### src/rtl/hhbf_pkg.sv
// ----------------------------------------------------------------------------
// hhbf_pkg
// Types, codes and match words for the HTTP header and body framer.
// ----------------------------------------------------------------------------
package hhbf_pkg;

  localparam int LENGTH_BITS_DEF = 32;

  localparam int CL_LEN = 14;
  localparam int TE_LEN = 17;
  localparam int CH_LEN = 7;

  localparam logic [4:0] MATCH_FAIL = 5'd31;
  localparam logic [3:0] CHUNK_FAIL = 4'd8;

  // match words, left aligned, first character in the top byte
  localparam logic [8*TE_LEN-1:0] CL_WORD = {"Content-Length", 24'h0};
  localparam logic [8*TE_LEN-1:0] TE_WORD = "Transfer-Encoding";
  localparam logic [8*TE_LEN-1:0] CH_WORD = {"chunked", 80'h0};

  localparam logic [7:0] CHAR_NUL   = 8'h00;
  localparam logic [7:0] CHAR_TAB   = 8'h09;
  localparam logic [7:0] CHAR_LF    = 8'h0a;
  localparam logic [7:0] CHAR_VT    = 8'h0b;
  localparam logic [7:0] CHAR_FF    = 8'h0c;
  localparam logic [7:0] CHAR_CR    = 8'h0d;
  localparam logic [7:0] CHAR_SPACE = 8'h20;
  localparam logic [7:0] CHAR_ZERO  = 8'h30;
  localparam logic [7:0] CHAR_NINE  = 8'h39;
  localparam logic [7:0] CHAR_COLON = 8'h3a;

  typedef enum logic [1:0] {
    ACT_START = 2'd0,
    ACT_BYTE  = 2'd1,
    ACT_END   = 2'd2,
    ACT_NONE  = 2'd3
  } action_t;

  typedef enum logic [2:0] {
    PH_HEADERS  = 3'd0,
    PH_BODY_LEN = 3'd1,
    PH_BODY_EOF = 3'd2,
    PH_DONE     = 3'd3,
    PH_ERROR    = 3'd4
  } phase_t;

  typedef enum logic [2:0] {
    LP_LEAD   = 3'd0,
    LP_DIGITS = 3'd1,
    LP_DONE   = 3'd2,
    LP_BAD    = 3'd3,
    LP_OVER   = 3'd4
  } len_parse_t;

  typedef enum logic [1:0] {
    VT_NONE     = 2'd0,
    VT_LENGTH   = 2'd1,
    VT_ENCODING = 2'd2
  } value_target_t;

  typedef enum logic [2:0] {
    TK_NAME        = 3'd0,
    TK_VALUE       = 3'd1,
    TK_HEADER_END  = 3'd2,
    TK_HEADERS_END = 3'd3,
    TK_BODY        = 3'd4,
    TK_ERROR       = 3'd5
  } token_kind_t;

  typedef enum logic [1:0] {
    ERR_NONE       = 2'd0,
    ERR_INVALID    = 2'd1,
    ERR_EMPTY_NAME = 2'd2
  } error_code_t;

  function automatic logic word_hit(input logic [4:0] pos, input logic [7:0] b,
                                    input logic [8*TE_LEN-1:0] word, input int len);
    logic hit;
    hit = 1'b0;
    for (int i = 0; i < TE_LEN; i++) begin
      if (i < len && pos == 5'(i) && word[8*(TE_LEN-1-i) +: 8] == b) begin
        hit = 1'b1;
      end
    end
    return hit;
  endfunction

endpackage

### src/rtl/http_header_body_framer_top.sv
// ----------------------------------------------------------------------------
// http_header_body_framer_top
// Tags HTTP header bytes as name or value bytes and frames the message body.
//
// Input channel in_*: one request per byte or event. in_tuser carries the
// action (start, byte, end of stream) and the method flag sampled at start;
// in_tdata carries the stream byte. Output channel out_*: at most one token
// per request; out_tuser carries the token kind and error code, out_tdata
// the byte, out_tlast the final body token or body end marker.
// Throughput is one request per cycle unless a token waits on a stalled
// output. A request goes into an input register; the header and body state
// and the result register update from it once the result register is free
// or being taken. The Content-Length accumulator (shift-add times ten) and
// the body down-counter set the longest path. When the receiver stalls with
// a token waiting, one more request is held in the input register and
// in_tready drops. Synchronous reset empties both registers and puts the
// parser in the header phase with body allowed.
// ----------------------------------------------------------------------------
module http_header_body_framer_top #(
  parameter int LENGTH_BITS = hhbf_pkg::LENGTH_BITS_DEF
) (
  input  logic       clk,
  input  logic       rst_n,
  input  logic       in_tvalid,
  output logic       in_tready,
  input  logic [7:0] in_tdata,   // [7:0] data_byte
  input  logic [2:0] in_tuser,   // [1:0] action, [2] method_allows_body
  output logic       out_tvalid,
  input  logic       out_tready,
  output logic [7:0] out_tdata,  // [7:0] token_byte
  output logic [4:0] out_tuser,  // [2:0] token_kind, [4:3] error_code
  output logic       out_tlast
);
  import hhbf_pkg::*;

  localparam int AW = LENGTH_BITS + 4;

  logic                   in_valid_r;
  action_t                act_r;
  logic [7:0]             byte_r;
  logic                   mab_r;
  logic                   advance;

  phase_t                 phase_r, phase_nxt;
  logic                   in_value_r, in_value_nxt;
  logic                   lwn_r, lwn_nxt;
  logic                   nonempty_r, nonempty_nxt;
  logic [4:0]             lpos_r, lpos_nxt;
  logic [4:0]             epos_r, epos_nxt;
  value_target_t          vt_r, vt_nxt;
  logic [LENGTH_BITS-1:0] acc_r, acc_nxt;
  len_parse_t             lp_r, lp_nxt;
  logic [3:0]             cpos_r, cpos_nxt;
  logic                   lseen_r, lseen_nxt;
  logic                   cseen_r, cseen_nxt;
  logic [LENGTH_BITS-1:0] rem_r, rem_nxt;
  logic [1:0]             skip_r, skip_nxt;
  logic                   allowed_r, allowed_nxt;

  logic                   res_valid;
  token_kind_t            res_kind;
  logic [7:0]             res_byte;
  error_code_t            res_err;
  logic                   res_last;

  logic                   out_valid_r;
  token_kind_t            out_kind_r;
  logic [7:0]             out_byte_r;
  error_code_t            out_err_r;
  logic                   out_last_r;

  logic                   is_digit;
  logic                   is_lead_ws;
  logic [AW-1:0]          acc_x10;
  logic                   acc_over;
  logic [LENGTH_BITS-1:0] rem_dec;
  logic                   skip_hit;

  assign advance   = in_valid_r && (!out_valid_r || out_tready);
  assign in_tready = !in_valid_r || advance;

  assign is_digit   = (byte_r >= CHAR_ZERO) && (byte_r <= CHAR_NINE);
  assign is_lead_ws = (byte_r == CHAR_SPACE) || (byte_r == CHAR_TAB) ||
                      (byte_r == CHAR_VT) || (byte_r == CHAR_FF);
  assign acc_x10    = ({4'b0, acc_r} << 3) + ({4'b0, acc_r} << 1) +
                      {{(AW-4){1'b0}}, byte_r[3:0]};
  assign acc_over   = acc_x10[AW-1 -: 4] != 4'b0;
  assign rem_dec    = rem_r - {{(LENGTH_BITS-1){1'b0}}, 1'b1};
  assign skip_hit   = (skip_r != 2'd0) && ((byte_r == CHAR_CR) || (byte_r == CHAR_LF));

  // input register
  always_ff @(posedge clk) begin
    if (!rst_n) begin
      in_valid_r <= 1'b0;
    end else if (in_tready) begin
      in_valid_r <= in_tvalid;
    end
    if (in_tready && in_tvalid) begin
      act_r  <= action_t'(in_tuser[1:0]);
      byte_r <= in_tdata;
      mab_r  <= in_tuser[2];
    end
  end

  // next state
  always_comb begin
    phase_nxt    = phase_r;
    in_value_nxt = in_value_r;
    lwn_nxt      = lwn_r;
    nonempty_nxt = nonempty_r;
    lpos_nxt     = lpos_r;
    epos_nxt     = epos_r;
    vt_nxt       = vt_r;
    acc_nxt      = acc_r;
    lp_nxt       = lp_r;
    cpos_nxt     = cpos_r;
    lseen_nxt    = lseen_r;
    cseen_nxt    = cseen_r;
    rem_nxt      = rem_r;
    skip_nxt     = skip_r;
    allowed_nxt  = allowed_r;
    unique case (act_r)
      ACT_START: begin
        phase_nxt    = PH_HEADERS;
        in_value_nxt = 1'b0;
        lwn_nxt      = 1'b0;
        nonempty_nxt = 1'b0;
        lpos_nxt     = 5'd0;
        epos_nxt     = 5'd0;
        vt_nxt       = VT_NONE;
        acc_nxt      = '0;
        lp_nxt       = LP_LEAD;
        cpos_nxt     = 4'd0;
        lseen_nxt    = 1'b0;
        cseen_nxt    = 1'b0;
        rem_nxt      = '0;
        skip_nxt     = 2'd0;
        allowed_nxt  = mab_r;
      end
      ACT_BYTE: begin
        if (phase_r == PH_HEADERS) begin
          if (byte_r == CHAR_NUL) begin
            phase_nxt = PH_ERROR;
          end else if (byte_r == CHAR_CR) begin
            phase_nxt = phase_r;
          end else if (byte_r == CHAR_LF && lwn_r) begin
            skip_nxt = 2'd1;
            if (lseen_r) begin
              if ((lp_r == LP_DIGITS || lp_r == LP_DONE) && acc_r != '0) begin
                rem_nxt   = acc_r;
                phase_nxt = PH_BODY_LEN;
              end else begin
                phase_nxt = PH_DONE;
              end
            end else if (cseen_r || !allowed_r) begin
              phase_nxt = PH_DONE;
            end else begin
              phase_nxt = PH_BODY_EOF;
            end
          end else begin
            lwn_nxt = (byte_r == CHAR_LF);
            if (!in_value_r) begin
              if (byte_r == CHAR_COLON) begin
                if (!nonempty_r) begin
                  phase_nxt = PH_ERROR;
                end else begin
                  in_value_nxt = 1'b1;
                  vt_nxt       = VT_NONE;
                  if (lpos_r == 5'(CL_LEN)) begin
                    vt_nxt    = VT_LENGTH;
                    lseen_nxt = 1'b1;
                    acc_nxt   = '0;
                    lp_nxt    = LP_LEAD;
                  end else if (epos_r == 5'(TE_LEN)) begin
                    vt_nxt   = VT_ENCODING;
                    cpos_nxt = 4'd0;
                  end
                end
              end else begin
                nonempty_nxt = 1'b1;
                lpos_nxt = word_hit(lpos_r, byte_r, CL_WORD, CL_LEN) ? lpos_r + 5'd1
                                                                      : MATCH_FAIL;
                epos_nxt = word_hit(epos_r, byte_r, TE_WORD, TE_LEN) ? epos_r + 5'd1
                                                                      : MATCH_FAIL;
              end
            end else if (byte_r == CHAR_LF) begin
              if (vt_r == VT_ENCODING) begin
                cseen_nxt = (cpos_r == 4'(CH_LEN));
              end
              in_value_nxt = 1'b0;
              nonempty_nxt = 1'b0;
              vt_nxt       = VT_NONE;
              lpos_nxt     = 5'd0;
              epos_nxt     = 5'd0;
            end else if (vt_r == VT_LENGTH) begin
              if (lp_r == LP_LEAD) begin
                if (is_lead_ws) begin
                  lp_nxt = LP_LEAD;
                end else if (is_digit) begin
                  acc_nxt = {{(LENGTH_BITS-4){1'b0}}, byte_r[3:0]};
                  lp_nxt  = LP_DIGITS;
                end else begin
                  lp_nxt = LP_BAD;
                end
              end else if (lp_r == LP_DIGITS) begin
                if (!is_digit) begin
                  lp_nxt = LP_DONE;
                end else if (acc_over) begin
                  lp_nxt = LP_OVER;
                end else begin
                  acc_nxt = acc_x10[LENGTH_BITS-1:0];
                end
              end
            end else if (vt_r == VT_ENCODING) begin
              if (!(cpos_r == 4'd0 && byte_r == CHAR_SPACE)) begin
                cpos_nxt = word_hit({1'b0, cpos_r}, byte_r, CH_WORD, CH_LEN) ?
                           cpos_r + 4'd1 : CHUNK_FAIL;
              end
            end
          end
        end else if (phase_r == PH_BODY_LEN || phase_r == PH_BODY_EOF) begin
          if (byte_r == CHAR_NUL) begin
            phase_nxt = PH_DONE;
          end else if (skip_hit) begin
            skip_nxt = skip_r - 2'd1;
          end else begin
            skip_nxt = 2'd0;
            if (phase_r == PH_BODY_LEN) begin
              rem_nxt = rem_dec;
              if (rem_dec == '0) begin
                phase_nxt = PH_DONE;
              end
            end
          end
        end
      end
      ACT_END: begin
        if (phase_r == PH_HEADERS) begin
          phase_nxt = PH_ERROR;
        end else if (phase_r == PH_BODY_LEN || phase_r == PH_BODY_EOF) begin
          phase_nxt = PH_DONE;
        end
      end
      default: begin
        phase_nxt = phase_r;
      end
    endcase
  end

  // token for the held request
  always_comb begin
    res_valid = 1'b0;
    res_kind  = TK_NAME;
    res_byte  = 8'h00;
    res_err   = ERR_NONE;
    res_last  = 1'b0;
    unique case (act_r)
      ACT_BYTE: begin
        if (phase_r == PH_HEADERS) begin
          if (byte_r == CHAR_NUL) begin
            res_valid = 1'b1;
            res_kind  = TK_ERROR;
            res_err   = ERR_INVALID;
          end else if (byte_r == CHAR_CR) begin
            res_valid = 1'b0;
          end else if (byte_r == CHAR_LF && lwn_r) begin
            res_valid = 1'b1;
            res_kind  = TK_HEADERS_END;
          end else if (!in_value_r) begin
            if (byte_r == CHAR_COLON) begin
              if (!nonempty_r) begin
                res_valid = 1'b1;
                res_kind  = TK_ERROR;
                res_err   = ERR_EMPTY_NAME;
              end
            end else begin
              res_valid = 1'b1;
              res_kind  = TK_NAME;
              res_byte  = byte_r;
            end
          end else if (byte_r == CHAR_LF) begin
            res_valid = 1'b1;
            res_kind  = TK_HEADER_END;
          end else begin
            res_valid = 1'b1;
            res_kind  = TK_VALUE;
            res_byte  = byte_r;
          end
        end else if (phase_r == PH_BODY_LEN || phase_r == PH_BODY_EOF) begin
          if (byte_r == CHAR_NUL) begin
            res_valid = 1'b1;
            res_kind  = TK_BODY;
            res_last  = 1'b1;
          end else if (!skip_hit) begin
            res_valid = 1'b1;
            res_kind  = TK_BODY;
            res_byte  = byte_r;
            res_last  = (phase_r == PH_BODY_LEN) && (rem_dec == '0);
          end
        end
      end
      ACT_END: begin
        if (phase_r == PH_HEADERS) begin
          res_valid = 1'b1;
          res_kind  = TK_ERROR;
          res_err   = ERR_INVALID;
        end else if (phase_r == PH_BODY_LEN || phase_r == PH_BODY_EOF) begin
          res_valid = 1'b1;
          res_kind  = TK_BODY;
          res_last  = 1'b1;
        end
      end
      default: begin
        res_valid = 1'b0;
      end
    endcase
  end

  always_ff @(posedge clk) begin
    if (!rst_n) begin
      phase_r     <= PH_HEADERS;
      in_value_r  <= 1'b0;
      lwn_r       <= 1'b0;
      nonempty_r  <= 1'b0;
      lpos_r      <= 5'd0;
      epos_r      <= 5'd0;
      vt_r        <= VT_NONE;
      acc_r       <= '0;
      lp_r        <= LP_LEAD;
      cpos_r      <= 4'd0;
      lseen_r     <= 1'b0;
      cseen_r     <= 1'b0;
      rem_r       <= '0;
      skip_r      <= 2'd0;
      allowed_r   <= 1'b1;
      out_valid_r <= 1'b0;
    end else begin
      if (advance) begin
        phase_r    <= phase_nxt;
        in_value_r <= in_value_nxt;
        lwn_r      <= lwn_nxt;
        nonempty_r <= nonempty_nxt;
        lpos_r     <= lpos_nxt;
        epos_r     <= epos_nxt;
        vt_r       <= vt_nxt;
        acc_r      <= acc_nxt;
        lp_r       <= lp_nxt;
        cpos_r     <= cpos_nxt;
        lseen_r    <= lseen_nxt;
        cseen_r    <= cseen_nxt;
        rem_r      <= rem_nxt;
        skip_r     <= skip_nxt;
        allowed_r  <= allowed_nxt;
      end
      if (advance) begin
        out_valid_r <= res_valid;
      end else if (out_tready) begin
        out_valid_r <= 1'b0;
      end
    end
    if (advance) begin
      out_kind_r <= res_kind;
      out_byte_r <= res_byte;
      out_err_r  <= res_err;
      out_last_r <= res_last;
    end
  end

  assign out_tvalid = out_valid_r;
  assign out_tdata  = out_byte_r;
  assign out_tuser  = {out_err_r, out_kind_r};
  assign out_tlast  = out_last_r;

`ifndef NO_ASSERTIONS
  a_err_code: assert property (@(posedge clk) disable iff (!rst_n)
    out_valid_r |-> ((out_kind_r == TK_ERROR) == (out_err_r != ERR_NONE)))
    else $error("error code does not match token kind");

  a_last_body: assert property (@(posedge clk) disable iff (!rst_n)
    (out_valid_r && out_last_r) |-> (out_kind_r == TK_BODY))
    else $error("last set on a non-body token");

  a_rem_nonzero: assert property (@(posedge clk) disable iff (!rst_n)
    (phase_r == PH_BODY_LEN) |-> (rem_r != '0))
    else $error("length body with zero bytes remaining");

  a_stall_hold: assert property (@(posedge clk) disable iff (!rst_n)
    (in_valid_r && out_valid_r && !out_tready) |=> (in_valid_r && $stable(act_r)))
    else $error("held request lost during output stall");

  a_start_clears: assert property (@(posedge clk) disable iff (!rst_n)
    (advance && act_r == ACT_START) |=> (phase_r == PH_HEADERS && !out_valid_r))
    else $error("start request left parser out of header phase");
`endif

endmodule

### config.mk
export PLATFORM = sky130hd
export DESIGN_NAME = http_header_body_framer_top
export DESIGN_NICKNAME = d
export VERILOG_FILES = /design/src/rtl/hhbf_pkg.sv /design/src/rtl/http_header_body_framer_top.sv
export SDC_FILE = /design/constraint.sdc
export NUM_CORES = 1
export LEC_CHECK = 0
export BUFFER_PORTS_ARGS = -buffer_cell sky130_fd_sc_hd__buf_4
export CAP_MARGIN = 15
export CORE_MARGIN = 10
export CORE_UTILIZATION = 39
export DETAILED_ROUTE_END_ITERATION = 10
export HOLD_SLACK_MARGIN = 0.15
export REMOVE_ABC_BUFFERS = 1
export SLEW_MARGIN = 20
export SYNTH_ARGS = -nofsm -noshare
export SYNTH_HDL_FRONTEND = slang
export SYNTH_SLANG_ARGS = --single-unit
### constraint.sdc
create_clock -name clk -period 4.15 [get_ports clk]
set_input_delay 0.415 -clock clk [delete_from_list [all_inputs] [get_ports clk]]
set_output_delay 0.415 -clock clk [all_outputs]
set_load 0.005 [all_outputs]
# Word level (Yosys, flattened, before mapping)

Cells that the tools add are included.

$add $sub $neg: 7
$lt $le $gt $ge: 2
Equality and inequality tests: 116
Multiplexer cells: 269
Reductions and logical operators: 84

Operators by type and width:

| operator                                             | count |
|---|---|
| 2-to-1 mux 32 bit                                    | 26 |
| equality test 7 x 8 -> 1 bit (first input constant)  | 19 |
| case mux 32 bit (2 select lines)                     | 2 |
| 2-to-1 mux 3 bit                                     | 41 |
| 2-to-1 mux 1 bit                                     | 117 |
| 2-to-1 mux 8 bit                                     | 10 |
| equality test 5 x 4 -> 1 bit (second input constant) | 15 |
| 2-to-1 mux 5 bit                                     | 15 |
| inequality test 3 bit (second input constant)        | 21 |
| 2-to-1 mux 2 bit                                     | 28 |
| 2-to-1 mux 4 bit                                     | 14 |
| logical AND 1 bit                                    | 46 |
| equality test 5 x 3 -> 1 bit (second input constant) | 8 |
| equality test 8 x 4 -> 1 bit (second input constant) | 5 |
| adder 35 x 33 -> 36 bit                              | 1 |
| adder 36 x 4 -> 36 bit                               | 1 |
| zero test 32 bit                                     | 1 |
| nonzero test 32 bit                                  | 1 |
| subtractor 32 x 1 -> 32 bit (second input constant)  | 1 |
| inequality test 4 bit (second input constant)        | 7 |
| inequality test 2 bit (second input constant)        | 11 |
| equality test 5 x 2 -> 1 bit (second input constant) | 4 |
| inequality test 5 bit (second input constant)        | 4 |
| case mux 5 bit (2 select lines)                      | 2 |
| 40 further kinds                                     | 78 |

Register bits: 121
Bits of input ports: 15
Output and inout port bits: 16
Logic and storage cells: 502

# Depth between registers and ports, before layout

Gate-level depths: netlist (run 1).

Depth in word-level cells: 34
Mapped depth: 15
Mapped depth without buffers: 13

# Least setup slack after synthesis (run 1)

OpenSTA, ideal clock, no wires.

Kind: register -> register
Start point: register byte_r[3]
End point: register acc_r[3]
Setup time: 123 ps
Data arrival time: 3765 ps
Data required time: 4027 ps
Setup slack: 261 ps
Stages on the path, launching flop included: 16
Path buffers: 2
Clock period less this slack: 3889 ps
Path through: edfxtp_1 clkbuf_1 inv_1 fa_1 inv_1 ha_1 a211o_1 a211oi_2 a2bb2oi_2 a211oi_2 a21o_1 or3_1 a221oi_4 o21ai_2 buf_6 mux2i_1

Longest elaborated chain between the ends: 13
Elaborated cells on any way between the ends: 40
Classes of those cells: add/sub (1); order compare (2); eq/ne (15); mux (14); reduce/logical (8)

Ends and longest elaborated chain:

| item                             | RTL line                           | RTL |
|---|---|---|
| start, declared                  | http_header_body_framer_top.sv:40  | `logic [7:0] byte_r;` |
| start signal, assigned           | http_header_body_framer_top.sv:100 | `byte_r <= in_tdata;` |
| adder 36 x 4 -> 36 bit           | http_header_body_framer_top.sv:85  | `assign acc_x10 = ({4'b0, acc_r} << 3) + ({4'b0, acc_r} << 1) +` |
| 2-to-1 mux 32 bit                | http_header_body_framer_top.sv:208 | `end else if (acc_over) begin` |
| 2-to-1 mux 32 bit                | http_header_body_framer_top.sv:206 | `if (!is_digit) begin` |
| 2-to-1 mux 32 bit                | http_header_body_framer_top.sv:205 | `end else if (lp_r == LP_DIGITS) begin` |
| 2-to-1 mux 32 bit                | http_header_body_framer_top.sv:196 | `if (lp_r == LP_LEAD) begin` |
| 2-to-1 mux 32 bit                | http_header_body_framer_top.sv:195 | `end else if (vt_r == VT_LENGTH) begin` |
| 2-to-1 mux 32 bit                | http_header_body_framer_top.sv:186 | `end else if (byte_r == CHAR_LF) begin` |
| 2-to-1 mux 32 bit                | http_header_body_framer_top.sv:162 | `if (!in_value_r) begin` |
| 2-to-1 mux 32 bit                | http_header_body_framer_top.sv:146 | `end else if (byte_r == CHAR_LF && lwn_r) begin` |
| 2-to-1 mux 32 bit                | http_header_body_framer_top.sv:144 | `end else if (byte_r == CHAR_CR) begin` |
| 2-to-1 mux 32 bit                | http_header_body_framer_top.sv:142 | `if (byte_r == CHAR_NUL) begin` |
| 2-to-1 mux 32 bit                | http_header_body_framer_top.sv:141 | `if (phase_r == PH_HEADERS) begin` |
| case mux 32 bit (2 select lines) | http_header_body_framer_top.sv:122 | `unique case (act_r)` |
| end signal, assigned             | http_header_body_framer_top.sv:346 | `acc_r <= acc_nxt;` |
| end, declared                    | http_header_body_framer_top.sv:51  | `logic [LENGTH_BITS-1:0] acc_r, acc_nxt;` |

Several ways; a longest one is shown, not always the timed one. The select of a mux whose other input is x is not followed.
A chain may end at the register's enable or synchronous reset.

# Worst setup path in the final report (run 1)

Start point: register acc_r[2]
End point: register acc_r[21]

Longest elaborated chain between the ends: 14
Elaborated cells on any way between the ends: 17
Classes of those cells: add/sub (2); eq/ne (1); mux (12); reduce/logical (2)

Ends and longest elaborated chain:

| item                             | RTL line |
|---|---|
| adder 35 x 33 -> 36 bit (*)      | http_header_body_framer_top.sv:85 |
| adder 36 x 4 -> 36 bit (*)       | http_header_body_framer_top.sv:85 |
| 2-to-1 mux 32 bit                | http_header_body_framer_top.sv:208 |
| 2-to-1 mux 32 bit                | http_header_body_framer_top.sv:206 |
| 2-to-1 mux 32 bit                | http_header_body_framer_top.sv:205 |
| 2-to-1 mux 32 bit                | http_header_body_framer_top.sv:196 |
| 2-to-1 mux 32 bit                | http_header_body_framer_top.sv:195 |
| 2-to-1 mux 32 bit                | http_header_body_framer_top.sv:186 |
| 2-to-1 mux 32 bit                | http_header_body_framer_top.sv:162 |
| 2-to-1 mux 32 bit                | http_header_body_framer_top.sv:146 |
| 2-to-1 mux 32 bit                | http_header_body_framer_top.sv:144 |
| 2-to-1 mux 32 bit                | http_header_body_framer_top.sv:142 |
| 2-to-1 mux 32 bit                | http_header_body_framer_top.sv:141 |
| case mux 32 bit (2 select lines) | http_header_body_framer_top.sv:122 |

Every way passes the cells marked *; elsewhere a longest branch is shown, timed or not. The select of a mux whose other input is x is not followed.

==> run_results.csv, run 1 <==
group,metric,value,unit
power,peakVddDrop,0.266,mV
timing,post-route-period-util,0.944,
global_routing,grt_max_degree,54,
route,wl,29100,um
floorplanning,dieArea,32200,um^2
hold_path,hold_class,"in2reg",
timing,worst_pin_slew,0.917,ns
timing,clock.fmax,255,MHz
synth,muxShareOfSynthArea,0.0365,
placed_design,dp_slack,0.293,ns
run,cap_viol_max_count,0,
route,firstDrtPassIters,5,
timing,finalSetupViolations,0,
synth,synth_top_area_share,0.194,
route,wl_per_cell,18.2,um
power,leakagePower,4.61,nW
synth,async_reset_ff_frac,0,
hold_path,hold_start,"in_tuser[1]",
clock_tree,cts_made_buffers,17,
route,avgViaCountPerCell,5.98,
timing,skew,0.0131,ns
synth,ys.flop_type,"dfxtp_1",
clock_tree,cts.htree.levels,4,
synth,yosysMostFrequentCell,"nand2_1",
cells_and_area,final_nets,1353,
synth,syn_area,9930,um^2
worst_setup_path,timing.critical_path.from,"acc_r[2]$_SDFFE_PN0P_",
synth,synth_top_family_by_area,"simple AND/OR/NAND/NOR gates",
cells_and_area,syn2layout_area_growth,10.3,%
clock_tree,insertion_delay,0.42,ns
clock_tree,cts-root-buf,"clkbuf_16",
timing,fin_tns_setup,0,ns
synth,synthTopCellsByCount,"171 x nand2_1, 102 x nor2_1, 96 x a21oi_1, 96 x dfxtp_1, 83 x ha_1",
floorplanning,io_pins,31,
synth,avgSynthCellArea,7.88,um^2
synth,synth_simple_gate_area_frac,0.259,
synth,yosys.cell_types.count,94,
timing,rsz0062_at_grt,"no",
synth,synth_compound_area_frac,0.240,
floorplanning,rows,58,
placed_design,gp_congestion,0.882,
synth,synthCells,1261,
synth,ys_warn_count,0,
route,num_vias,9552,
clock_tree,cts_tree,"done",
global_routing,grt_overflow,0,
placed_design,io_buffers,30,
timing,relSlewSlack,0.389,
cells_and_area,diodes,0,
synth,synth_area_leader_cell,"dfxtp_1",
global_routing,antenna_found_initial,0,
synth,synth-seq-area-share,0.269,
synth,synth_area_leaders,"dfxtp_1 19%, ha_1 10%, edfxtp_1 7.6%, nand2_1 6.5%, a21oi_1 4.8%",
synth,synth_edf_count,25,
timing,setup_ws,0.232,ns
worst_setup_path,end_kind,"register",
worst_setup_path,critPathArrivalTime,4.21,ns
floorplanning,die_x,180,um
route,ant_nets,0,
floorplanning,fp.dieH,180,um
worst_setup_path,worstSetupPathType,"reg2reg",
cells_and_area,drive_above_1_share,0.0932,
clock_tree,cts.sinks,121,
worst_setup_path,timing.rr.start,"acc_r[2]$_SDFFE_PN0P_",
global_routing,grt_pass1_vias,8702,
timing,hold_viol_final,0,
synth,synthAdderAreaFrac,0.110,
placed_design,hpwlAfterDp,21100,um
clock_tree,cts_hold_buf,0,
outcome,status,"finished, final reports clean",
clock_tree,cts_buffer_depth,2,
clock_tree,post_cts_resized,0,
worst_setup_path,cp-start-kind,"register",
synth,synth-seq-cells,121,
floorplanning,core-area,25100,um^2
route,drtIter0Drc,933,
clock_tree,path_clk_slew,0.06,ns
worst_setup_path,required,4.44,ns
clock_tree,post-cts-setup-buffers,0,
power,power_density,255,nW/um^2
timing,slew_viol_final,0,
floorplanning,start_util,0.396,
global_routing,grt_pass1_wl,46900,um
cells_and_area,postLayoutCoreUtil,0.436,
cells_and_area,final_area,11000,um^2
timing,fin_crit,3.92,ns
placed_design,place_area,10400,um^2
worst_setup_path,crit_fanout,26,
synth,synth_xor_area_frac,0.0362,
route,drcViolationCount,0,
global_routing,groute.usage.overall,0.171,
## routing by layer
metal	up-vias	GRT usage	part of all wire
met5	-	0	0
met4	0	0.0447	0.015
met3	30	0.0239	0.051
met2	280	0.262	0.44
met1	4594	0.246	0.49
li1	4648	-	-
## sequential cells by signal, summed over array words and instances (netlist names), 3 cells and up
signal	cells
acc_r	32
byte_r	8
cpos_r	4
epos_r	5
lp_r	3
lpos_r	5
out_kind_r	3
out_tdata	8
phase_r	3
rem_r	32
## worst max-delay path, stage by stage (launching register included)
cell and delay [ns]:
dfxtp_1 0.42, inv_1 0.08, fa_1 0.54, inv_1 0.06
ha_1 0.31, a211o_1 0.34, a211oi_2 0.26, a2bb2oi_2 0.20
a211oi_2 0.11, a21o_1 0.21, or3_1 0.39, a221oi_4 0.36
o21ai_4 0.15, buf_12 0.22, mux2i_1 0.13
## layout by cell type (no fill, tap or decap), drive strengths merged, types with 6 or more instances in the layout
cell type / instances
a32oi: 6
nor3b: 6
nor4b: 7
and3: 12
a211oi: 14
ha: 83
o2111ai: 19
mux2i: 34
buf: 51
nand2b: 16
inv: 42
nand2: 171
a2bb2oi: 8
xnor2: 27
nor2b: 10
a31oi: 10
o31ai: 10
dfxtp: 96
a21oi: 98
clkinv: 9
nor2: 102
and2: 13
xor2: 14
o211ai: 10
or3: 13
nor4: 27
edfxtp: 25
clkbuf: 21
a21o: 31
nand4: 21
o21ai: 80
a211o: 6
o21a: 9
nand3: 30
nor3: 38
a22oi: 13
## kinds of logic (layout without fill, tap and decap cells)
kind of cell | Yosys count | count (layout)
compound gates | 358 | 358
xor+xnor | 41 | 41
fa+ha+maj | 86 | 86
buf+inv | 120 | 125
flops | 121 | 121
mux | 36 | 36
simple gates | 499 | 499
## power by group
group	leakage (nW)	switching [W]	internal (W)
Clock	0.265	0.000549	0.000825
Sequential	1.02	0.0000167	0.00122
Combinational	3.32	0.000122	0.0000647
Total	4.61	0.000687	0.00211
## worst paths after layout
path	to	depth (start not counted)	slack [ns]
worst max-delay path	acc_r[21]$_SDFFE_PN0P_	14	0.23
worst min-delay path	act_r[1]$_DFFE_PP_	1	0.16
worst max register to register	acc_r[21]$_SDFFE_PN0P_	14	0.23
worst min register to register	skip_r[1]$_SDFFE_PN0P_	2	0.45
## through the flow
step,cells,power [W],hold slack [ns]
floorplan,1183,0.00136,0.432
global placement,1564,0.00144,0.439
detailed placement,1564,0.00144,0.449
CTS,1596,0.00281,0.153
global route,1596,0.00289,0.152
finish,1596,0.00279,0.163
## area by class of cell
| cell class | count | area (um^2) |
|---|---|---|
| Clock buffer | 21 | 450 |
| Clock inverter | 11 | 80.1 |
| Fill cell | 2597 | 14200 |
| Inverter | 42 | 158 |
| Multi-Input combinational cell | 1020 | 6780 |
| Sequential cell | 121 | 2670 |
| Tap cell | 330 | 413 |
| Timing Repair Buffer | 51 | 395 |
Note: power is estimated with default switching activity, not from simulation.
==> inputs of run 2 (changes only) <==
- RECOVER_POWER: default -> 25
==> run 2 against run 1 <==
  * The run now ends with capacitance limit, slew limit left
  * Combinational power about the same
  * Setup slack better by 0.0030 ns
  * Sequential share of layout area up 0.064 points
  * Global-route usage unchanged
  * Count of clock-buffer cells in the layout unchanged
  * Worst hold slack better by 0.021 ns
  * Die area unchanged
  * Wire length down 0.16%
  * Largest power group unchanged
==> run_results.csv, run 2 (synthesis results as in run 1) <==
group,metric,value,unit
clock_tree,cts_hold_buf,0,
floorplanning,core-area,25100,um^2
power,p_switching,0.000689,W
worst_setup_path,critPathCapture,"acc_r[21]$_SDFFE_PN0P_",
cells_and_area,syn2layout_area_growth,9.98,%
clock_tree,path_clk_slew,0.06,ns
clock_tree,insertion_delay,0.43,ns
timing,hold_viol_final,0,
floorplanning,dieArea,32200,um^2
outcome,status,"finished, violations left",
floorplanning,fp.dieH,180,um
placed_design,io_buffers,30,
global_routing,grt_pass1_wl,46900,um
worst_setup_path,crit_fanout,26,
worst_setup_path,r2r_slack,0.23,ns
cells_and_area,seq_area,2670,um^2
floorplanning,rows,58,
placed_design,hpwlAfterDp,21100,um
route,ant_nets,0,
timing,clock.fmax,255,MHz
floorplanning,die_x,180,um
timing,relSlewSlack,-0.238,
clock_tree,cts_made_buffers,17,
worst_setup_path,rr_worst_depth,14,
worst_setup_path,timing.rr.start,"acc_r[2]$_SDFFE_PN0P_",
timing,rsz0062_at_grt,"no",
worst_setup_path,required,4.45,ns
power,swShare,0.247,
cells_and_area,layout_common_cells,"171 x nand2_1, 102 x nor2_1, 96 x a21oi_1, 96 x dfxtp_1, 82 x ha_1",
power,combPwrFrac,0.066,
worst_setup_path,cp-start-kind,"register",
route,wl_per_cell,18.2,um
global_routing,grt_overflow,0,
worst_setup_path,end_kind,"register",
global_routing,grt_pass1_vias,8702,
clock_tree,post-cts-setup-buffers,0,
hold_path,hold_class,"in2reg",
clock_tree,cts_tree,"done",
route,drcViolationCount,0,
timing,whs,0.184,ns
power,power.internal,0.00210,W
power,seqPwrFrac,0.442,
route,firstDrtPassIters,5,
cells_and_area,final_common_cell,"nand2_1",
clock_tree,cts_buffer_depth,2,
power,clock_power_share,0.492,
timing,slew_viol_final,36,
outcome,violations,"capacitance limit, slew limit",
power,fin_total_pwr,0.00279,W
cells_and_area,top_regs,"acc_r (32), rem_r (32)",
worst_setup_path,worstSetupPathType,"reg2reg",
cells_and_area,drive_above_1_share,0.0869,
worst_setup_path,timing.critical_path.from,"acc_r[2]$_SDFFE_PN0P_",
cells_and_area,multiInputGateArea,6780,um^2
route,num_vias,9544,
global_routing,groute.usage.overall,0.171,
route,wl,29100,um
timing,fin_tns_setup,0,ns
floorplanning,io_pins,31,
clock_tree,cts-root-buf,"clkbuf_16",
power,peakVddDrop,0.267,mV
floorplanning,start_util,0.396,
clock_tree,post_cts_resized,0,
placed_design,place_area,10400,um^2
clock_tree,cts.sinks,121,
cells_and_area,diodes,0,
clock_tree,cts.htree.levels,4,
timing,skew,0.0141,ns
timing,finalSetupViolations,0,
timing,post-route-period-util,0.943,
global_routing,antenna_found_initial,0,
cells_and_area,final_nets,1353,
cells_and_area,nFillCells,2606,
run,cap_viol_max_count,1,
worst_setup_path,r2r_end,"acc_r[21]$_SDFFE_PN0P_",
route,avgViaCountPerCell,5.98,
cells_and_area,final_area,10900,um^2
power,power_density,256,nW/um^2
timing,fin_crit,3.92,ns
placed_design,gp_congestion,0.882,
timing,worst_pin_slew,1.86,ns
global_routing,grt_max_degree,54,
worst_setup_path,critPathArrivalTime,4.21,ns
route,drtIter0Drc,912,
power,leakagePower,4.58,nW
[run 2: cell type report]
| class | count | area share |
|---|---|---|
| inverter | 42 | 0.0144 |
| timing repair buffer | 51 | 0.0338 |
| clock inverter | 11 | 0.00733 |
| multi-input combinational | 1020 | 0.621 |
| clock buffer | 21 | 0.0412 |
| tap | 330 | 0.0378 |
| sequential | 121 | 0.245 |
[run 2: critical path: stages, from the launching register on]
cell and delay, ns:
dfxtp_1 0.42, inv_1 0.08, fa_1 0.54, inv_1 0.06, ha_1 0.31, a211o_1 0.33
a211oi_2 0.26, a2bb2oi_2 0.20, a211oi_2 0.11, a21o_1 0.21, or3_1 0.39, a221oi_4 0.36
o21ai_4 0.15, buf_12 0.22, mux2i_1 0.13
[run 2: metrics by stage]
step | utilization | worst slack, ns | std cells
final | 0.435 | 0.235 | 1596
after global routing | 0.435 | 0.0430 | 1596
after CTS | 0.436 | 0.250 | 1596
after detailed placement | 0.415 | 0.293 | 1564
after global placement | 0.415 | 0.343 | 1564
after floorplan | - | -0.411 | 1183
[run 2: per-layer routing]
metal | share of wire | GRT usage | vias up
met4 | 0.015 | 0.0447 | 0
met2 | 0.44 | 0.262 | 276
met1 | 0.49 | 0.246 | 4591
li1 | - | - | 4649
met5 | 0 | 0 | -
met3 | 0.050 | 0.0239 | 28
[run 2: power groups by stage]
| stage | logic [W] | clock network [W] | registers [W] |
|---|---|---|---|
| detailed placement | 0.000185 | 0 | 0.00126 |
| CTS | 0.000186 | 0.00139 | 0.00123 |
| floorplan | 0.000102 | 0 | 0.00126 |
| global placement | 0.000184 | 0 | 0.00126 |
| global route | 0.000201 | 0.00144 | 0.00124 |
| finish | 0.000183 | 0.00138 | 0.00123 |
[run 2: worst min-delay path by stage]
stage	startpoint	endpoint	depth (start not counted)
5_1_grt	in_tuser[0]	act_r[0]$_DFFE_PP_	1
6_report	in_tuser[1]	act_r[1]$_DFFE_PP_	1
3_3_place_gp	epos_r[4]$_SDFFE_PN0P_	epos_r[4]$_SDFFE_PN0P_	2
4_1_cts	in_tuser[1]	act_r[1]$_DFFE_PP_	1
3_5_place_dp	skip_r[1]$_SDFFE_PN0P_	skip_r[1]$_SDFFE_PN0P_	2
2_1_floorplan	epos_r[4]$_SDFFE_PN0P_	epos_r[4]$_SDFFE_PN0P_	2
==> inputs of run 3 (changes only) <==
- CTS_BUF_LIST: default -> sky130_fd_sc_hd__clkbuf_8
==> run 3 against run 2 <==
  * The run still ends with capacitance limit, slew limit left
  * Final cell count increased by 0.69%
  * Highest routed layer unchanged
  * Worst hold slack got worse by 0.0073 ns
  * Fmax grew 0.36%
  * Largest cell class unchanged
  * Wire length up 0.38%
  * Clock power fell by 30%
  * Global-route usage about the same
  * Sequential cell count did not move
  * Non-clock buffer count grew 11
==> run_results.csv, run 3 (synthesis results as in run 1) <==
group,metric,value,unit
outcome,status,"finished, violations left",
outcome,violations,"capacitance limit, slew limit",
cells_and_area,drive_above_1_share,0.0877,
power,power_density,220,nW/um^2
timing,relSlewSlack,-0.238,
route,avgViaCountPerCell,5.94,
timing,rsz0062_at_grt,"no",
worst_setup_path,crit_family,"compound AO/OA/AOI/OAI gates",
floorplanning,start_util,0.396,
run,cap_viol_max_count,1,
worst_setup_path,worstSetupPathType,"reg2reg",
worst_setup_path,end_kind,"register",
timing,finalSetupViolations,0,
route,num_vias,9548,
clock_tree,cts.sinks,121,
power,leakagePower,4.55,nW
floorplanning,io_pins,31,
clock_tree,path_clk_slew,0.08,ns
global_routing,grt_overflow,0,
placed_design,dp_cells,1564,
clock_tree,cts_tree,"done",
floorplanning,fp.dieH,180,um
worst_setup_path,worst-path-buf-inv,3,
floorplanning,rows,58,
timing,skew,0.0198,ns
timing,hold_viol_final,0,
global_routing,grt_max_degree,54,
floorplanning,die_x,180,um
worst_setup_path,critPathArrivalTime,4.22,ns
clock_tree,post_cts_resized,0,
placed_design,hpwlAfterDp,21100,um
route,drtIter0Drc,885,
worst_setup_path,slowest_delay,0.54,ns
timing,fin_crit,3.90,ns
clock_tree,cts-root-buf,"clkbuf_8",
cells_and_area,layoutNonFillerInstCount,1607,
cells_and_area,diodes,0,
worst_setup_path,required,4.47,ns
clock_tree,cts_made_buffers,17,
worst_setup_path,cp-start-kind,"register",
clock_tree,insertion_delay,0.46,ns
placed_design,io_buffers,30,
cells_and_area,top_regs,"acc_r (32), rem_r (32)",
timing,post-route-period-util,0.940,
timing,whs,0.176,ns
global_routing,grt_pass1_vias,8747,
cells_and_area,final_common_cell,"nand2_1",
cells_and_area,nFillCells,2621,
clock_tree,cts.htree.levels,4,
worst_setup_path,crit_fanout,26,
cells_and_area,layout_common_cells,"171 x nand2_1, 102 x nor2_1, 96 x a21oi_1, 96 x dfxtp_1, 82 x ha_1",
route,wl,29200,um
hold_path,hold_class,"in2reg",
worst_setup_path,worstPathCellList,"inv_1 > fa_1 > inv_1 > ha_1 > a211o_1 > a211oi_2 > a2bb2oi_2 > a211oi_2 > a21o_1 > or3_1 > a221oi_4 > o21ai_4 > buf_12 > mux2i_1",
placed_design,gp_congestion,0.882,
timing,slew_viol_final,36,
floorplanning,core-area,25100,um^2
timing,worst_pin_slew,1.86,ns
cells_and_area,multiInputGateArea,6780,um^2
global_routing,antenna_found_initial,0,
timing,clock.fmax,256,MHz
global_routing,groute.usage.overall,0.172,
route,ant_nets,0,
power,fin_total_pwr,0.00239,W
clock_tree,cts_buffer_depth,2,
cells_and_area,seq_area,2670,um^2
cells_and_area,final_nets,1364,
power,peakVddDrop,0.143,mV
route,drcViolationCount,0,
route,wl_per_cell,18.2,um
cells_and_area,syn2layout_area_growth,9.24,%
route,firstDrtPassIters,7,
floorplanning,dieArea,32200,um^2
global_routing,grt_pass1_wl,46900,um
worst_setup_path,cp_slowest_cell,"fa_1",
==> run 3: worst register-to-register path: cells and delay by family, from the launching register on <==
kind | cells | cell delay, ns
compound gates | 7 | 1.60
flops | 1 | 0.42
buf+inv | 3 | 0.36
simple gates | 1 | 0.39
fa+ha+maj | 2 | 0.85
mux | 1 | 0.15
==> run 3: routing by layer <==
layer / vias to the layer above / GRT usage / part of all wire
met4: 0 / 0.0572 / 0.021
met5: - / 0 / 0
met1: 4569 / 0.244 / 0.49
li1: 4661 / - / -
met2: 283 / 0.262 / 0.44
met3: 35 / 0.0203 / 0.051
==> run 3: final cells by class <==
type / instances / area share
Clock buffer: 18 / 0.0228
Clock inverter: 14 / 0.00842
Inverter: 42 / 0.0145
Multi-Input combinational cell: 1020 / 0.625
Sequential cell: 121 / 0.246
Tap cell: 330 / 0.0381
Timing Repair Buffer: 62 / 0.0449
==> run 3: metrics by stage <==
step / util / setup WS, ns / area (um^2) / TNS (ns)
floorplan: - / -0.411 / 9590 / -12.73
global placement: 0.415 / 0.343 / 10400 / 0
detailed placement: 0.415 / 0.293 / 10400 / 0
CTS: 0.433 / 0.243 / 10900 / 0
global route: 0.432 / 0.0337 / 10800 / 0
finish: 0.432 / 0.249 / 10800 / 0
==> run 3: what timing repair did <==
action,CTS,global route
endpoints found under the hold margin,11,0
buffers inserted,0,0
hold buffers,11,0
==> run 3: where the power goes <==
part,switching (W),internal (W)
logic,0.000124,0.0000687
registers,0.0000166,0.00122
clock network,0.000497,0.000469
total,0.000637,0.00175
==> run 3: worst paths after layout <==
check / startpoint / slack, ns / endpoint / cells after the start
setup / recovery: acc_r[2]$_SDFFE_PN0P_ / 0.25 / acc_r[21]$_SDFFE_PN0P_ / 14
setup reg to reg: acc_r[2]$_SDFFE_PN0P_ / 0.25 / acc_r[21]$_SDFFE_PN0P_ / 14
hold reg to reg: skip_r[1]$_SDFFE_PN0P_ / 0.45 / skip_r[1]$_SDFFE_PN0P_ / 2
hold / removal: in_tvalid / 0.18 / in_valid_r$_SDFFE_PN0N_ / 3
